## config.mk

```make
export PLATFORM = sky130hd
export DESIGN_NAME = imu_angle_frame_parser_top_flat
export DESIGN_NICKNAME = d
export VERILOG_FILES = /design/src/imu_afp_pkg.sv /design/src/imu_afp_if.sv /design/src/imu_angle_frame_parser_top.sv /design/src/flat_wrapper.sv
export SDC_FILE = /design/constraint.sdc
export NUM_CORES = 1
export LEC_CHECK = 0
export BUFFER_PORTS_ARGS = -buffer_cell sky130_fd_sc_hd__buf_4
export CAP_MARGIN = 0
export CORE_UTILIZATION = 53
export DETAILED_ROUTE_END_ITERATION = 16
export GPL_TIMING_DRIVEN = 0
export PLACE_DENSITY = 0.86
export SETUP_SLACK_MARGIN = 0.02
export SLEW_MARGIN = 40
export SYNTH_ARGS = -nofsm -noshare
export SYNTH_HDL_FRONTEND = slang
export SYNTH_SLANG_ARGS = --single-unit
```

## constraint.sdc

```tcl
create_clock -name clk -period 3.19 [get_ports clk]
set_input_delay 0.638 -clock clk [delete_from_list [all_inputs] [get_ports clk]]
set_output_delay 0.638 -clock clk [all_outputs]
set_load 0.05 [all_outputs]
```

## src/imu_afp_pkg.sv

```systemverilog
// Shared types and constants for the IMU angle frame parser.
`default_nettype none

package imu_afp_pkg;

    // Frame layout
    localparam int FRAME_BYTES = 11;
    localparam int POS_W       = $clog2(FRAME_BYTES);

    localparam logic [POS_W-1:0] IDLE_POS     = POS_W'(0);
    localparam logic [POS_W-1:0] FIRST_POS    = POS_W'(1);
    localparam logic [POS_W-1:0] TYPE_POS     = POS_W'(1);
    localparam logic [POS_W-1:0] YAW_LOW_POS  = POS_W'(6);
    localparam logic [POS_W-1:0] YAW_HIGH_POS = POS_W'(7);
    localparam logic [POS_W-1:0] SUM_POS      = POS_W'(FRAME_BYTES - 1);

    localparam logic [7:0] HEADER_BYTE       = 8'h55;
    localparam logic [7:0] ANGLE_TYPE_RESET  = 8'h53;

    typedef logic [1:0] status_t;

    localparam status_t STATUS_GOOD     = 2'd0;
    localparam status_t STATUS_BAD_TYPE = 2'd1;
    localparam status_t STATUS_BAD_SUM  = 2'd2;

endpackage : imu_afp_pkg

`default_nettype wire

```

## src/imu_afp_if.sv

```systemverilog
// Channel interfaces: received bytes, frame results and the type register write.
`default_nettype none

interface imu_afp_byte_if;
    logic       valid;
    logic       ready;
    logic [7:0] rx_byte;

    modport source (output valid, output rx_byte, input ready);
    modport sink   (input valid, input rx_byte, output ready);
endinterface : imu_afp_byte_if

interface imu_afp_cfg_if;
    logic       valid;
    logic       ready;
    logic [7:0] angle_frame_type;

    modport source (output valid, output angle_frame_type, input ready);
    modport sink   (input valid, input angle_frame_type, output ready);
endinterface : imu_afp_cfg_if

interface imu_afp_res_if
    import imu_afp_pkg::*;
();
    logic               valid;
    logic               ready;
    status_t            frame_status;
    logic signed [15:0] yaw_raw;
    logic signed [15:0] yaw_degrees_q7;
    logic [15:0]        good_frame_count;

    modport source (
        output valid, output frame_status, output yaw_raw,
        output yaw_degrees_q7, output good_frame_count, input ready
    );
    modport sink (
        input valid, input frame_status, input yaw_raw,
        input yaw_degrees_q7, input good_frame_count, output ready
    );
endinterface : imu_afp_res_if

`default_nettype wire

```

## src/imu_angle_frame_parser_top.sv

```systemverilog
// IMU angle frame parser: byte stream in, one status/yaw result per 11-byte frame out.
`default_nettype none

// Takes one received byte per transfer on rx and hunts for the 0x55 header
// while idle; bytes other than the header are dropped silently. After a
// header it collects ten more bytes (type in byte 1, yaw low/high in bytes
// 6/7, checksum in byte 10), with no resync on a header seen mid-frame. On
// the checksum byte it issues one result transfer on res: frame_status
// (0 good, 1 wrong type, 2 checksum mismatch; a wrong type wins), the raw
// signed yaw, yaw in 1/128 degree (raw*45 >>> 6, floor) and the wrapping
// count of good frames, this one included if good. A byte is taken every cycle:
// the whole per-byte update is one register stage, and the result sits in
// an output register so a new frame can be collected while it waits. Only
// a checksum byte can stall, and only while that register is full and not
// being drained. The expected type byte (reset 0x53) is written through
// cfg, which is always ready; write it only while no frame is in flight.
module imu_angle_frame_parser_top
    import imu_afp_pkg::*;
(
    input  wire logic          clk,
    input  wire logic          rst_n,
    imu_afp_byte_if.sink       rx,
    imu_afp_cfg_if.sink        cfg,
    imu_afp_res_if.source      res
);

    // ------------------------------------------------------------------
    // State
    // ------------------------------------------------------------------
    logic [7:0]       angle_type_reg;
    logic [POS_W-1:0] pos_reg,      pos_next;
    logic [7:0]       sum_reg,      sum_next;
    logic [7:0]       type_reg,     type_next;
    logic [7:0]       yaw_lo_reg,   yaw_lo_next;
    logic [7:0]       yaw_hi_reg,   yaw_hi_next;
    logic [15:0]      good_reg,     good_next;
    logic             out_valid_reg, out_valid_next;

    status_t            status_reg;
    logic signed [15:0] yaw_raw_reg;
    logic signed [15:0] yaw_q7_reg;
    logic [15:0]        count_reg;

    // ------------------------------------------------------------------
    // Handshake
    // ------------------------------------------------------------------
    logic rx_xfer;
    logic res_xfer;
    logic last_byte;   // current byte is the checksum byte
    logic load;        // a result is captured this cycle

    // Positions past the checksum index are treated as the checksum byte.
    assign last_byte = (pos_reg >= SUM_POS);
    assign rx.ready  = !last_byte || !out_valid_reg || res.ready;
    assign rx_xfer   = rx.valid && rx.ready;
    assign res_xfer  = out_valid_reg && res.ready;
    assign load      = rx_xfer && last_byte;
    assign cfg.ready = 1'b1;

    // ------------------------------------------------------------------
    // Frame checks and yaw scaling
    // ------------------------------------------------------------------
    status_t     status;
    logic [15:0] raw_bits;
    logic [21:0] raw_ext;
    logic [21:0] prod;

    always_comb
    begin
        if (type_reg != angle_type_reg)
        begin
            status = STATUS_BAD_TYPE;
        end
        else if (sum_reg != rx.rx_byte)
        begin
            status = STATUS_BAD_SUM;
        end
        else
        begin
            status = STATUS_GOOD;
        end
    end

    assign raw_bits = {yaw_hi_reg, yaw_lo_reg};
    assign raw_ext  = {{6{raw_bits[15]}}, raw_bits};
    // raw * 45 as shifts; bits [21:6] are the floor of the product / 64
    assign prod     = (raw_ext << 5) + (raw_ext << 3) + (raw_ext << 2) + raw_ext;

    // ------------------------------------------------------------------
    // Per-byte update
    // ------------------------------------------------------------------
    always_comb
    begin
        pos_next       = pos_reg;
        sum_next       = sum_reg;
        type_next      = type_reg;
        yaw_lo_next    = yaw_lo_reg;
        yaw_hi_next    = yaw_hi_reg;
        good_next      = good_reg;
        out_valid_next = out_valid_reg && !res_xfer;

        if (rx_xfer)
        begin
            if (pos_reg == IDLE_POS)
            begin
                if (rx.rx_byte == HEADER_BYTE)
                begin
                    sum_next = rx.rx_byte;
                    pos_next = FIRST_POS;
                end
            end
            else if (!last_byte)
            begin
                sum_next = sum_reg + rx.rx_byte;
                case (pos_reg)
                    TYPE_POS:     type_next   = rx.rx_byte;
                    YAW_LOW_POS:  yaw_lo_next = rx.rx_byte;
                    YAW_HIGH_POS: yaw_hi_next = rx.rx_byte;
                    default:      ;
                endcase
                pos_next = pos_reg + POS_W'(1);
            end
            else
            begin
                pos_next       = IDLE_POS;
                out_valid_next = 1'b1;
                if (status == STATUS_GOOD)
                begin
                    good_next = good_reg + 16'd1;
                end
            end
        end
    end

    always_ff @(posedge clk or negedge rst_n)
    begin
        if (!rst_n)
        begin
            angle_type_reg <= ANGLE_TYPE_RESET;
            pos_reg        <= IDLE_POS;
            sum_reg        <= '0;
            type_reg       <= '0;
            yaw_lo_reg     <= '0;
            yaw_hi_reg     <= '0;
            good_reg       <= '0;
            out_valid_reg  <= 1'b0;
        end
        else
        begin
            if (cfg.valid)
            begin
                angle_type_reg <= cfg.angle_frame_type;
            end
            pos_reg       <= pos_next;
            sum_reg       <= sum_next;
            type_reg      <= type_next;
            yaw_lo_reg    <= yaw_lo_next;
            yaw_hi_reg    <= yaw_hi_next;
            good_reg      <= good_next;
            out_valid_reg <= out_valid_next;
        end
    end

    // Result payload, loaded on the checksum byte
    always_ff @(posedge clk)
    begin
        if (load)
        begin
            status_reg  <= status;
            yaw_raw_reg <= raw_bits;
            yaw_q7_reg  <= prod[21:6];
            count_reg   <= good_next;
        end
    end

    assign res.valid            = out_valid_reg;
    assign res.frame_status     = status_reg;
    assign res.yaw_raw          = yaw_raw_reg;
    assign res.yaw_degrees_q7   = yaw_q7_reg;
    assign res.good_frame_count = count_reg;

    // ------------------------------------------------------------------
    // Assertions
    // ------------------------------------------------------------------
`ifndef ASSERT_OFF
    a_pos_range: assert property (@(posedge clk) disable iff (!rst_n)
        pos_reg <= SUM_POS)
        else $error("byte position past checksum index");

    a_load_sets_valid: assert property (@(posedge clk) disable iff (!rst_n)
        load |=> out_valid_reg)
        else $error("checksum byte did not produce a result");

    a_no_overwrite: assert property (@(posedge clk) disable iff (!rst_n)
        load |-> (!out_valid_reg || res_xfer))
        else $error("pending result overwritten");

    a_count_step: assert property (@(posedge clk) disable iff (!rst_n)
        (good_reg != $past(good_reg)) |->
            ($past(load) && (good_reg == $past(good_reg) + 16'd1)))
        else $error("good frame count changed outside a good frame");

    a_good_status: assert property (@(posedge clk) disable iff (!rst_n)
        load && (status == STATUS_GOOD) |=> (count_reg == good_reg))
        else $error("reported count differs from the running count");
`endif

endmodule : imu_angle_frame_parser_top

`default_nettype wire

```

## src/flat_wrapper.sv

```systemverilog
// flat-port wrapper written by rule: the top's interface ports become plain ports
module imu_angle_frame_parser_top_flat import imu_afp_pkg::*;
  (clk, rst_n, rx_valid, rx_rx_byte, rx_ready, cfg_valid, cfg_angle_frame_type, cfg_ready, res_valid, res_frame_status, res_yaw_raw, res_yaw_degrees_q7, res_good_frame_count, res_ready);
  imu_afp_byte_if rx_i ();
  imu_afp_cfg_if cfg_i ();
  imu_afp_res_if res_i ();
  input  wire logic clk;
  input  wire logic rst_n;
  input wire logic [$bits(rx_i.valid)-1:0] rx_valid;
  input wire logic [$bits(rx_i.rx_byte)-1:0] rx_rx_byte;
  output wire logic [$bits(rx_i.ready)-1:0] rx_ready;
  input wire logic [$bits(cfg_i.valid)-1:0] cfg_valid;
  input wire logic [$bits(cfg_i.angle_frame_type)-1:0] cfg_angle_frame_type;
  output wire logic [$bits(cfg_i.ready)-1:0] cfg_ready;
  output wire logic [$bits(res_i.valid)-1:0] res_valid;
  output wire logic [$bits(res_i.frame_status)-1:0] res_frame_status;
  output wire logic [$bits(res_i.yaw_raw)-1:0] res_yaw_raw;
  output wire logic [$bits(res_i.yaw_degrees_q7)-1:0] res_yaw_degrees_q7;
  output wire logic [$bits(res_i.good_frame_count)-1:0] res_good_frame_count;
  input wire logic [$bits(res_i.ready)-1:0] res_ready;
  assign rx_i.valid = rx_valid;
  assign rx_i.rx_byte = rx_rx_byte;
  assign rx_ready = rx_i.ready;
  assign cfg_i.valid = cfg_valid;
  assign cfg_i.angle_frame_type = cfg_angle_frame_type;
  assign cfg_ready = cfg_i.ready;
  assign res_valid = res_i.valid;
  assign res_frame_status = res_i.frame_status;
  assign res_yaw_raw = res_i.yaw_raw;
  assign res_yaw_degrees_q7 = res_i.yaw_degrees_q7;
  assign res_good_frame_count = res_i.good_frame_count;
  assign res_i.ready = res_ready;
  imu_angle_frame_parser_top u_core (.clk(clk), .rst_n(rst_n), .rx(rx_i), .cfg(cfg_i), .res(res_i));
endmodule
```

# Word-level counts from Yosys, hierarchy flattened
# Cells that the tools add are included.
[word_totals]
ff_bits = 111
in_bits = 21
output_inout_bits = 53
word_cells = 60
[op_classes]
addsub = 6
n_lt_le_gt_ge = 1
eq_ne = 8
muxes = 15
bitwise = 2
reduce_logical = 16
[ops]
columns = ["operator", "count"]
rows = [
  ["two-way mux 16 bit", 4],
  ["adder 22 bit", 2],
  ["two-way mux 8 bit", 3],
  ["adder 21 x 19 -> 22 bit", 1],
  ["adder 16 x 1 -> 16 bit (second input constant)", 1],
  ["!= test 8 bit", 2],
  ["two-way mux 4 bit", 3],
  ["AND reduction 4 bit", 3],
  ["adder 8 bit", 1],
  ["== test 4 x 3 -> 1 bit (second input constant)", 2],
  ["== test 8 x 7 -> 1 bit (second input constant)", 1],
  ["adder 4 x 1 -> 4 bit (second input constant)", 1],
  ["== test 4 x 1 -> 1 bit (second input constant)", 1],
  ["greater-or-equal comparator 4 bit (second input constant)", 1],
  ["logical AND 1 bit", 4],
  ["zero test 4 bit", 1],
  ["two-way mux 2 bit", 2],
  ["!= test 2 bit (second input constant)", 2],
  ["zero test 1 bit", 3],
  ["two-way mux 1 bit", 3],
  ["AND reduction 3 bit", 1],
  ["zero test 2 bit", 1],
  ["logical OR 1 bit", 2],
  ["NOT 1 bit", 2],
  ["AND reduction 2 bit", 1],
]

# Longest topological paths before layout
# Gate-level depths: netlist (run 1).
[depth]
ltp_word = 8
mapped_depth = 12
mapped_depth_nobuf = 11

# Least setup slack after synthesis (run 1)
# Ideal clock, no wire load.
[synth_path]
path_type = "register to register"
from = "register u_core.yaw_lo_reg[6]"
to = "register u_core.yaw_q7_reg[15], in the netlist u_core.res.yaw_degrees_q7[15] (data pin)"
setup_time_ns = 0.260
arrival_time_ns = 3.029
required_ns = 2.930
path_slack_ns = -0.099
path_stages_with_launch = 12
n_path_buf = 0
synth_period_minus_slack_ns = 3.289
cell_sequence = "dfrtp_1 > inv_1 > fa_1 > fa_1 > inv_1 > ha_1 > a21oi_1 > o211ai_1 > a311o_1 > a221oi_1 > nor2b_1 > xnor2_1"
[synth_via]
elab_chain_len = 3
[synth_lines]
columns = ["element", "line_no", "rtl"]
rows = [
  ["start, declared", "imu_angle_frame_parser_top.sv:34", "logic [7:0] yaw_lo_reg, yaw_lo_next;"],
  ["start signal, assigned", "imu_angle_frame_parser_top.sv:157", "yaw_lo_reg <= yaw_lo_next;"],
  ["adder 21 x 19 -> 22 bit", "imu_angle_frame_parser_top.sv:87", "assign prod = (raw_ext << 5) + (raw_ext << 3) + (raw_ext << 2) + raw_ext;"],
  ["adder 22 bit", "imu_angle_frame_parser_top.sv:87", ""],
  ["adder 22 bit *", "imu_angle_frame_parser_top.sv:87", ""],
  ["named net u_core.prod[21]", "imu_angle_frame_parser_top.sv:66", "logic [21:0] prod;"],
  ["end signal, assigned", "imu_angle_frame_parser_top.sv:171", "yaw_q7_reg <= prod[21:6];"],
  ["end, declared", "imu_angle_frame_parser_top.sv:41", "logic signed [15:0] yaw_q7_reg;"],
]
# The timed path passes the listed nets; every way through them passes the cells marked *.
# A chain may end at the register's enable or synchronous reset.

# Worst setup path in the final report (run 1)
[layout_path]
from = "register u_core.yaw_lo_reg[0]"
to = "register u_core.yaw_q7_reg[14], in the netlist u_core.res.yaw_degrees_q7[14] (data pin)"
# The elaborated chain is that of the path after synthesis.

==> results.md, run 1 <==
* Post-synthesis instance total at 476
* Mean Syn Cell Area at 12.5 um^2
* Final setup viols at 9
* Slowest cell delay on critical path at 540 ps
* Adder-Cell Fraction of Synth Area at 16.0%
* Wire per inst at 17.4 um
* Initial antenna violation count at 0
* Post-Synth Simple-Gate Area at 10.1%
* Site Rows at 38
* Critical path's top delay family: adder cells
* DRT antenna net count at 0
* Ratio of cells with drive above 1 in the final layout at 34.4%
* Crit path max fanout at 4
* Detailed Routing Iterations Pass 1 at 4
* Synth-to-Final Area Change at 22.4%
* TritonCTS Sinks at 111
* Synthesized Nets at 557
* Setup TNS at -599 ps
* Maximum buffer depth of the clock tree at 2
* Slowest CP cell: fa_1
* Die height at 108 um
* Unrepaired setup endpoints after global routing: true
* Number of nets in the layout at 666
* CP Cell Sequence: inv_1 > fa_1 > inv_1 > fa_1 > ha_1 > nand4_1 > a221oi_4 > buf_6 > a31oi_4 > or3_1 > a21oi_1
* Post-synthesis mux area share at 5.84%
* Initial core utilization at 54.7%
* Peak Freq at 299 MHz
* Primary FF master, synth: dfrtp_1
* Hold crit path type: in2async
* Finished Cell Area at 7290 um^2
* CTS clock-pin slew for the worst setup and hold paths at 110 ps
* Area contributors post-synth: edfxtp_1 25%, dfrtp_1 24%, fa_1 9.1%, ha_1 6.9%, mux2_2 5.7%
* Final hold violation count at 0
* WP buf/inv at 3
* Final Skew at 12.3 ps
* CP Capture Type: flip-flop
* Final Max Tran Viols at 0
* Hold slack at 233 ps
* Status: finished with violations
* Post-synthesis sequential area ratio at 50.9%
* Synth cell types at 58
* Synth Register Bits at 111
* Largest net degree at the start of global routing at 62
* WS Path Type: reg2reg
* First-pass GRT wire length at 20100 um
* GRT Overall Usage at 22.7%
* Max-cap violations at 0
* Period Utilization, post-route at 105%
* DRC errors left at 0
* Data required, critical path at 3390 ps
* Synth Area in XOR/XNOR at 6.02%
* Most common cell in the netlist: dfrtp_1
* Synth Area in Compound Gates at 6.74%
* # diodes at 0
* Hpwl dp at 8310 um
* Overflow after GRT at 0
* Vias per cell at 5.52
* DR iter-0 viols at 251
* Final worst slack at -157 ps
* CORE AREA at 10900 um^2
* CTS tree: done
* Routability Congestion at 0.891
* Cell accounting for the most synthesized area: edfxtp_1
* Share of the synthesized area in the top cell type at 25.2%
* Root Driver: clkbuf_8
* Vias in the first global route at 4141
* Largest family of logic cells by synthesized area: adder cells
* Placed cell area at 6680 um^2
* Yosys warns at 0
* Violations in the final reports: negative setup slack
* Commonest cells post-synth: 57 x dfrtp_1, 53 x inv_1, 50 x edfxtp_1
* Layout Cells excl Fill at 730
* Die ar. at 11700 um^2
* Final worst path period need at 3350 ps
* Port bufs at 71
* Fillers at 735
* CTS Buf Count at 9
* Final WL at 12700 um
* Die boundary width at 108 um
* Clk_lat worst skew at 370 ps
* Startpoint Class: flip-flop
* H-Tree Depth at 3
* Placed Cells at 687
* Synth Cell Area at 5960 um^2
* Data arrival, critical path at 3550 ps
* Post-synth EDFFs at 50
* Worst rel slew slack at 52.9%
* Via count at 4029
* Ys async rst share at 55.0%
* Slew @ Worst Pin at 706 ps
* Boundary pin count at 74
==> per-layer routing <==
| metal | wire length (um) | track usage (%) | part of all wire (%) | up-vias |
|---|---|---|---|---|
| li1 | - | - | - | 1863 |
| met5 | 0 | 0 | 0 | - |
| met3 | 537 | 3.74 | 4.2 | 15 |
| met2 | 6800 | 40.6 | 53 | 119 |
| met1 | 5220 | 27.8 | 41 | 2032 |
| met4 | 176 | 7.73 | 1.4 | 0 |
==> kinds of logic after synthesis <==
logic type                 count (synthesis)
AOI/OAI and AO/OA                         61
xor gates and xnor gates                  41
adders and majority gates                 60
buffers and inverters                     61
DFF                                      111
muxes                                     31
other                                      1
and+or+nand+nor                          110
==> per-stage QoR <==
stage                     util [%]  setup WS [ps]
after floorplan                  -           32.6
after global placement        61.3           -245
after detailed placement      61.3           -409
after CTS                     65.5           6.87
after global routing          67.0           -232
final                         67.0           -157
==> cell type report <==
| type | count | area (um^2) | share of cell area [%] |
|---|---|---|---|
| Tap cell | 140 | 175 | 2.40 |
| Multi-Input combinational cell | 304 | 2860 | 39.2 |
| Clock buffer | 13 | 160 | 2.20 |
| Inverter | 53 | 204 | 2.80 |
| Buffer | 8 | 60.1 | 0.823 |
| Timing Repair Buffer | 98 | 743 | 10.2 |
| Sequential cell | 111 | 3040 | 41.7 |
| Clock inverter | 3 | 50.0 | 0.686 |
==> path summary, 6_finish.rpt <==
path / to / cells after the start / slack (ps) / from
setup / recovery: u_core.res.yaw_degrees_q7[14] / 11 / -160 / u_core.yaw_lo_reg[0]
hold reg to reg: u_core.good_reg[15] / 1 / 500 / u_core.good_reg[15]
hold / removal: u_core.angle_type_reg[3] / 1 / 230 / rst_n
max in group asynchronous: u_core.yaw_hi_reg[6] / 1 / 2540 / rst_n
min in group clk: u_core.good_reg[15] / 1 / 500 / u_core.good_reg[15]
setup reg to reg: u_core.res.yaw_degrees_q7[14] / 11 / -160 / u_core.yaw_lo_reg[0]
==> worst register-to-register path, delay by kind of cell, from the launching register on <==
kind | cells | cell delay (ps)
compound gates | 3 | 710
flops | 1 | 380
simple gates | 2 | 530
buf+inv | 3 | 280
fa+ha+maj | 3 | 1270
==> cell usage in the layout, fill, tap and decap left out, types with 16 or more instances in the layout <==
cell and instances:
xor2_1 16, mux2_2 30, ha_1 26, fa_1 27, dfrtp_1 52, edfxtp_1 50, xnor2_1 25, nor2_1 21
buf_4 98, nand2_1 23, inv_1 40
==> timing repair <==
item,in CTS,in global routing
pin swaps,12,19
setup buffers,18,10
hold buffers,0,0
hold endpoints to repair,0,0
resized for setup,20,24
endpoints found under the setup margin,11,12
Power of run 1 is left out: the tool's default activity adds up to more than one toggle a clock period on the data nets, which glitch-free logic cannot reach.
==> inputs of run 2 (changes only) <==
- CORE_UTILIZATION: 53 -> 55
- CTS_BUF_LIST: unset -> sky130_fd_sc_hd__clkbuf_8
- PLACE_DENSITY: 0.86 -> 0.88
==> run 2 against run 1 <==
Net effect: setup slack better by 5.2 ps; global-route usage is 1.5 points higher; sequential share of layout area is 0.17 points higher; worst hold slack worse by 30 ps; critical path type unchanged; maximum frequency is 0.16% higher; sequential cell count stayed put; count of clock-buffer cells in the layout is 4 lower; clock skew is 1.7 ps lower; die area is 3.6% lower; non-clock buffer count is 1 higher; critical endpoint is now u_core.res.yaw_degrees_q7[15]; highest routed layer unchanged; register-to-register slack hardly changed; the flow still finishes with violations (negative setup slack); first-iteration DRC count is 10% lower.
==> results.md, run 2 (same netlist as run 1, synthesis figures left out) <==
* Status: finished with violations
* Violations in the final reports: negative setup slack
* Final worst path period need at 3340 ps
* Finished Cell Area at 7260 um^2
* Final worst slack at -152 ps
* Final Skew at 10.6 ps
* DRC errors left at 0
* Final hold violation count at 0
* Vias per cell at 5.57
* Period Utilization, post-route at 105%
* H-Tree Depth at 3
* Final setup viols at 9
* DR iter-0 viols at 225
* Peak Freq at 299 MHz
* First-pass GRT wire length at 21000 um
* Maximum buffer depth of the clock tree at 2
* Port bufs at 71
* Post-layout util at 69.7%
* Site Rows at 37
* Hold slack at 202 ps
* CTS tree: done
* Final WL at 12800 um
* Commonest non-fill, non-tap cell in the layout: buf_4
* Hpwl dp at 8400 um
* Detailed Routing Iterations Pass 1 at 5
* Via count at 4049
* Slew @ Worst Pin at 719 ps
* CP Capture Type: flip-flop
* Largest net degree at the start of global routing at 62
* Final Max Tran Viols at 0
* Initial antenna violation count at 0
* # diodes at 0
* Data required, critical path at 3340 ps
* Clk_lat worst skew at 390 ps
* Routability Congestion at 0.904
* Die height at 106 um
* Initial core utilization at 57.2%
* Max-cap violations at 0
* GRT Overall Usage at 24.2%
* CTS Hold Bufs at 0
* TritonCTS Sinks at 111
* Die boundary width at 106 um
* Unrepaired setup endpoints after global routing: true
* Number of nets in the layout at 667
* WS Path Type: reg2reg
* CTS Buf Count at 9
* Boundary pin count at 74
* CTS clock-pin slew for the worst setup and hold paths at 110 ps
* Wire per inst at 17.6 um
* Startpoint Class: flip-flop
* Worst rel slew slack at 52.1%
* Placed cell area at 6670 um^2
* Vias in the first global route at 4347
* Data arrival, critical path at 3490 ps
* Most frequent cells in the layout: 95 x buf_4, 54 x dfrtp_1, 50 x edfxtp_1
* DRT antenna net count at 0
* Synth-to-Final Area Change at 21.8%
* Die ar. at 11300 um^2
* Ratio of cells with drive above 1 in the final layout at 33.5%
* Root Driver: clkbuf_8
* Worst slack, placed at -376 ps
* Crit path max fanout at 3
* Overflow after GRT at 0
* Hold crit path type: in2async
* CORE AREA at 10400 um^2
==> run 2: changes by cell type in the layout (fill, tap and decap cells not counted), moves of 3 or more <==
| cell | change |
|---|---|
| clkbuf_1 | -3 |
| a21oi_1 | +3 |
| buf_4 | -3 |
| buf_6 | +3 |
| a21oi_2 | -4 |
| clkinv_4 | +3 |
| inv_4 | +3 |
==> run 2: per-layer routing <==
layer / part of all wire (%) / vias up / track usage (%)
met2: 53 / 118 / 42.1
met1: 40 / 2025 / 29.8
met3: 4.6 / 30 / 3.92
met5: 0 / - / 0
li1: - / 1876 / -
met4: 2.6 / 0 / 10.4
==> run 2: path summary, 6_finish.rpt <==
check                                                      to                     from  cells after the start  slack (ps)
worst min register to register            u_core.good_reg[15]      u_core.good_reg[15]                      1         480
max in group asynchronous                u_core.yaw_lo_reg[0]                    rst_n                      1        2560
worst max-delay path            u_core.res.yaw_degrees_q7[15]     u_core.yaw_lo_reg[4]                     12        -150
worst min-delay path                       u_core.good_reg[5]                    rst_n                      1         200
worst max register to register  u_core.res.yaw_degrees_q7[15]     u_core.yaw_lo_reg[4]                     12        -150
min in group clk                     u_core.angle_type_reg[6]  cfg_angle_frame_type[6]                      2         480
==> run 2: critical path, cell delays in order, from the launching register on <==
cell      delay [ps]
dfrtp_1          410
inv_2            110
buf_12           120
fa_1             450
fa_1             540
inv_2             50
ha_4             250
a21oi_4          150
o211ai_1         110
a311o_1          400
a221oi_2         280
nor2b_1          100
xnor2_1          130
==> run 2: what timing repair did <==
action,4_1_cts,5_1_grt
resized for setup,26,19
setup buffers,15,14
setup endpoints to repair,10,12
cloned,0,0
pin swaps,25,12
==> run 2: through the flow <==
stage	std cells	TNS [ps]
6_report	727	-824
5_1_grt	727	-1430
4_1_cts	714	-422
3_5_place_dp	683	-2190
3_3_place_gp	683	-1300
2_1_floorplan	476	0
==> run 2: layout make-up <==
type	count	area [um^2]
Buffer	8	60.1
Multi-Input combinational cell	304	2820
Sequential cell	111	3040
Fill cell	677	3160
Tap cell	136	170
Clock buffer	9	124
Timing Repair Buffer	99	774
Clock inverter	7	57.6
Inverter	53	216
Power of run 2 is left out for the same reason.
==> inputs of run 3 (changes only) <==
- MAX_ROUTING_LAYER: unset -> met4
==> run 3 against run 2 <==
Net effect: the run still ends with negative setup slack left; via count grew 0.59%; sequential cell count unchanged; die area unchanged; non-clock buffer count stayed put; sequential share of layout area about the same; count of clock-buffer cells in the layout unchanged; register-to-register slack improved by 20 ps; critical path depth up 2; core utilization is 0.072 points higher; setup slack improved by 17 ps; critical endpoint is now u_core.res.yaw_degrees_q7[12].
==> results.md, run 3 (same netlist as run 1, synthesis figures left out) <==
* Via count at 4073
* CORE AREA at 10400 um^2
* Hpwl dp at 8400 um
* Root Driver: clkbuf_8
* Peak Freq at 301 MHz
* Period Utilization, post-route at 104%
* Initial antenna violation count at 0
* Slew @ Worst Pin at 648 ps
* Synth-to-Final Area Change at 21.9%
* Detailed Routing Iterations Pass 1 at 5
* First-pass GRT wire length at 21000 um
* Port bufs at 71
* Unrepaired setup endpoints after global routing: true
* Final setup viols at 9
* DRT antenna net count at 0
* Final Max Tran Viols at 0
* Largest net degree at the start of global routing at 62
* Site Rows at 37
* Die ar. at 11300 um^2
* Die boundary width at 106 um
* Finished Cell Area at 7270 um^2
* CTS clock-pin slew for the worst setup and hold paths at 110 ps
* Wire per inst at 18.1 um
* Startpoint Class: flip-flop
* Clk_lat worst skew at 400 ps
* CP Capture Type: flip-flop
* Final worst slack at -135 ps
* Die height at 106 um
* Worst rel slew slack at 56.8%
* Ratio of cells with drive above 1 in the final layout at 33.6%
* H-Tree Depth at 3
* CTS Hold Bufs at 0
* Data required, critical path at 3330 ps
* Overflow after GRT at 0
* CTS tree: done
* Vias in the first global route at 4350
* Placed cell area at 6670 um^2
* Vias per cell at 5.59
* Hold slack at 190 ps
* Max-cap violations at 0
* Post-layout util at 69.8%
* Final worst path period need at 3330 ps
* TritonCTS Sinks at 111
* CTS Buf Count at 9
* Initial core utilization at 57.2%
* DR iter-0 viols at 242
* Final WL at 13200 um
* Final Skew at 9.90 ps
* Data arrival, critical path at 3460 ps
* WS Path Type: reg2reg
* Maximum buffer depth of the clock tree at 2
* Number of nets in the layout at 668
* # diodes at 0
* Hold crit path type: in2async
* Crit path max fanout at 4
* Most frequent cells in the layout: 95 x buf_4, 54 x dfrtp_1, 50 x edfxtp_1
* Final hold violation count at 0
* Status: finished with violations
* Violations in the final reports: negative setup slack
* DRC errors left at 0
* Setup TNS at -729 ps
* Routability Congestion at 0.920
* Commonest non-fill, non-tap cell in the layout: buf_4
* GRT Overall Usage at 24.9%
* Boundary pin count at 74
==> run 3: path summary, 6_finish.rpt <==
path	start	endpoint	slack [ps]	cells after the start
max in group asynchronous	rst_n	u_core.yaw_lo_reg[0]	2570	1
min reg2reg	u_core.good_reg[15]	u_core.good_reg[15]	480	1
min in group clk	cfg_angle_frame_type[6]	u_core.angle_type_reg[6]	480	2
min	rst_n	u_core.good_reg[5]	190	1
max	u_core.yaw_lo_reg[2]	u_core.res.yaw_degrees_q7[12]	-140	14
max reg2reg	u_core.yaw_lo_reg[2]	u_core.res.yaw_degrees_q7[12]	-140	14
==> run 3: critical path, cell delays in order (launching register included) <==
cell and delay (ps):
dfrtp_1 420, inv_2 90, buf_6 120, fa_1 470, fa_1 520, inv_2 50, ha_4 270, o21ai_4 70
a221oi_4 260, buf_6 150, buf_4 110, a31oi_4 120, o21bai_4 170, a21oi_1 90, xnor2_1 140
==> run 3: area by class of cell <==
type / instances / area, um^2
buffer: 8 / 60.1
clock buffer: 9 / 124
clock inverter: 7 / 57.6
fill: 673 / 3150
inverter: 53 / 216
multi-input combinational: 305 / 2830
sequential: 111 / 3040
tap: 136 / 170
timing repair buffer: 99 / 774
==> run 3: through the flow <==
stage          instances  worst slack, ps
5_1_grt              728             -231
2_1_floorplan        476             32.6
3_3_place_gp         683             -254
4_1_cts              714            -96.2
6_report             728             -135
3_5_place_dp         683             -376
==> run 3: per-layer routing <==
| metal | global-route usage [%] | vias up | share of wire, % |
|---|---|---|---|
| met2 | 42.1 | 146 | 53 |
| met5 | - | - | 0 |
| met1 | 29.9 | 2021 | 39 |
| li1 | - | 1876 | - |
| met4 | 10.5 | 0 | 2.6 |
| met3 | 3.80 | 30 | 5.4 |
==> run 3: timing repair <==
item | CTS | global route
gates resized for setup | 26 | 19
endpoints found under the setup margin | 10 | 13
cloned | 0 | 1
pin swaps | 25 | 13
buffers inserted | 15 | 14
Power of run 3 is left out for the same reason.
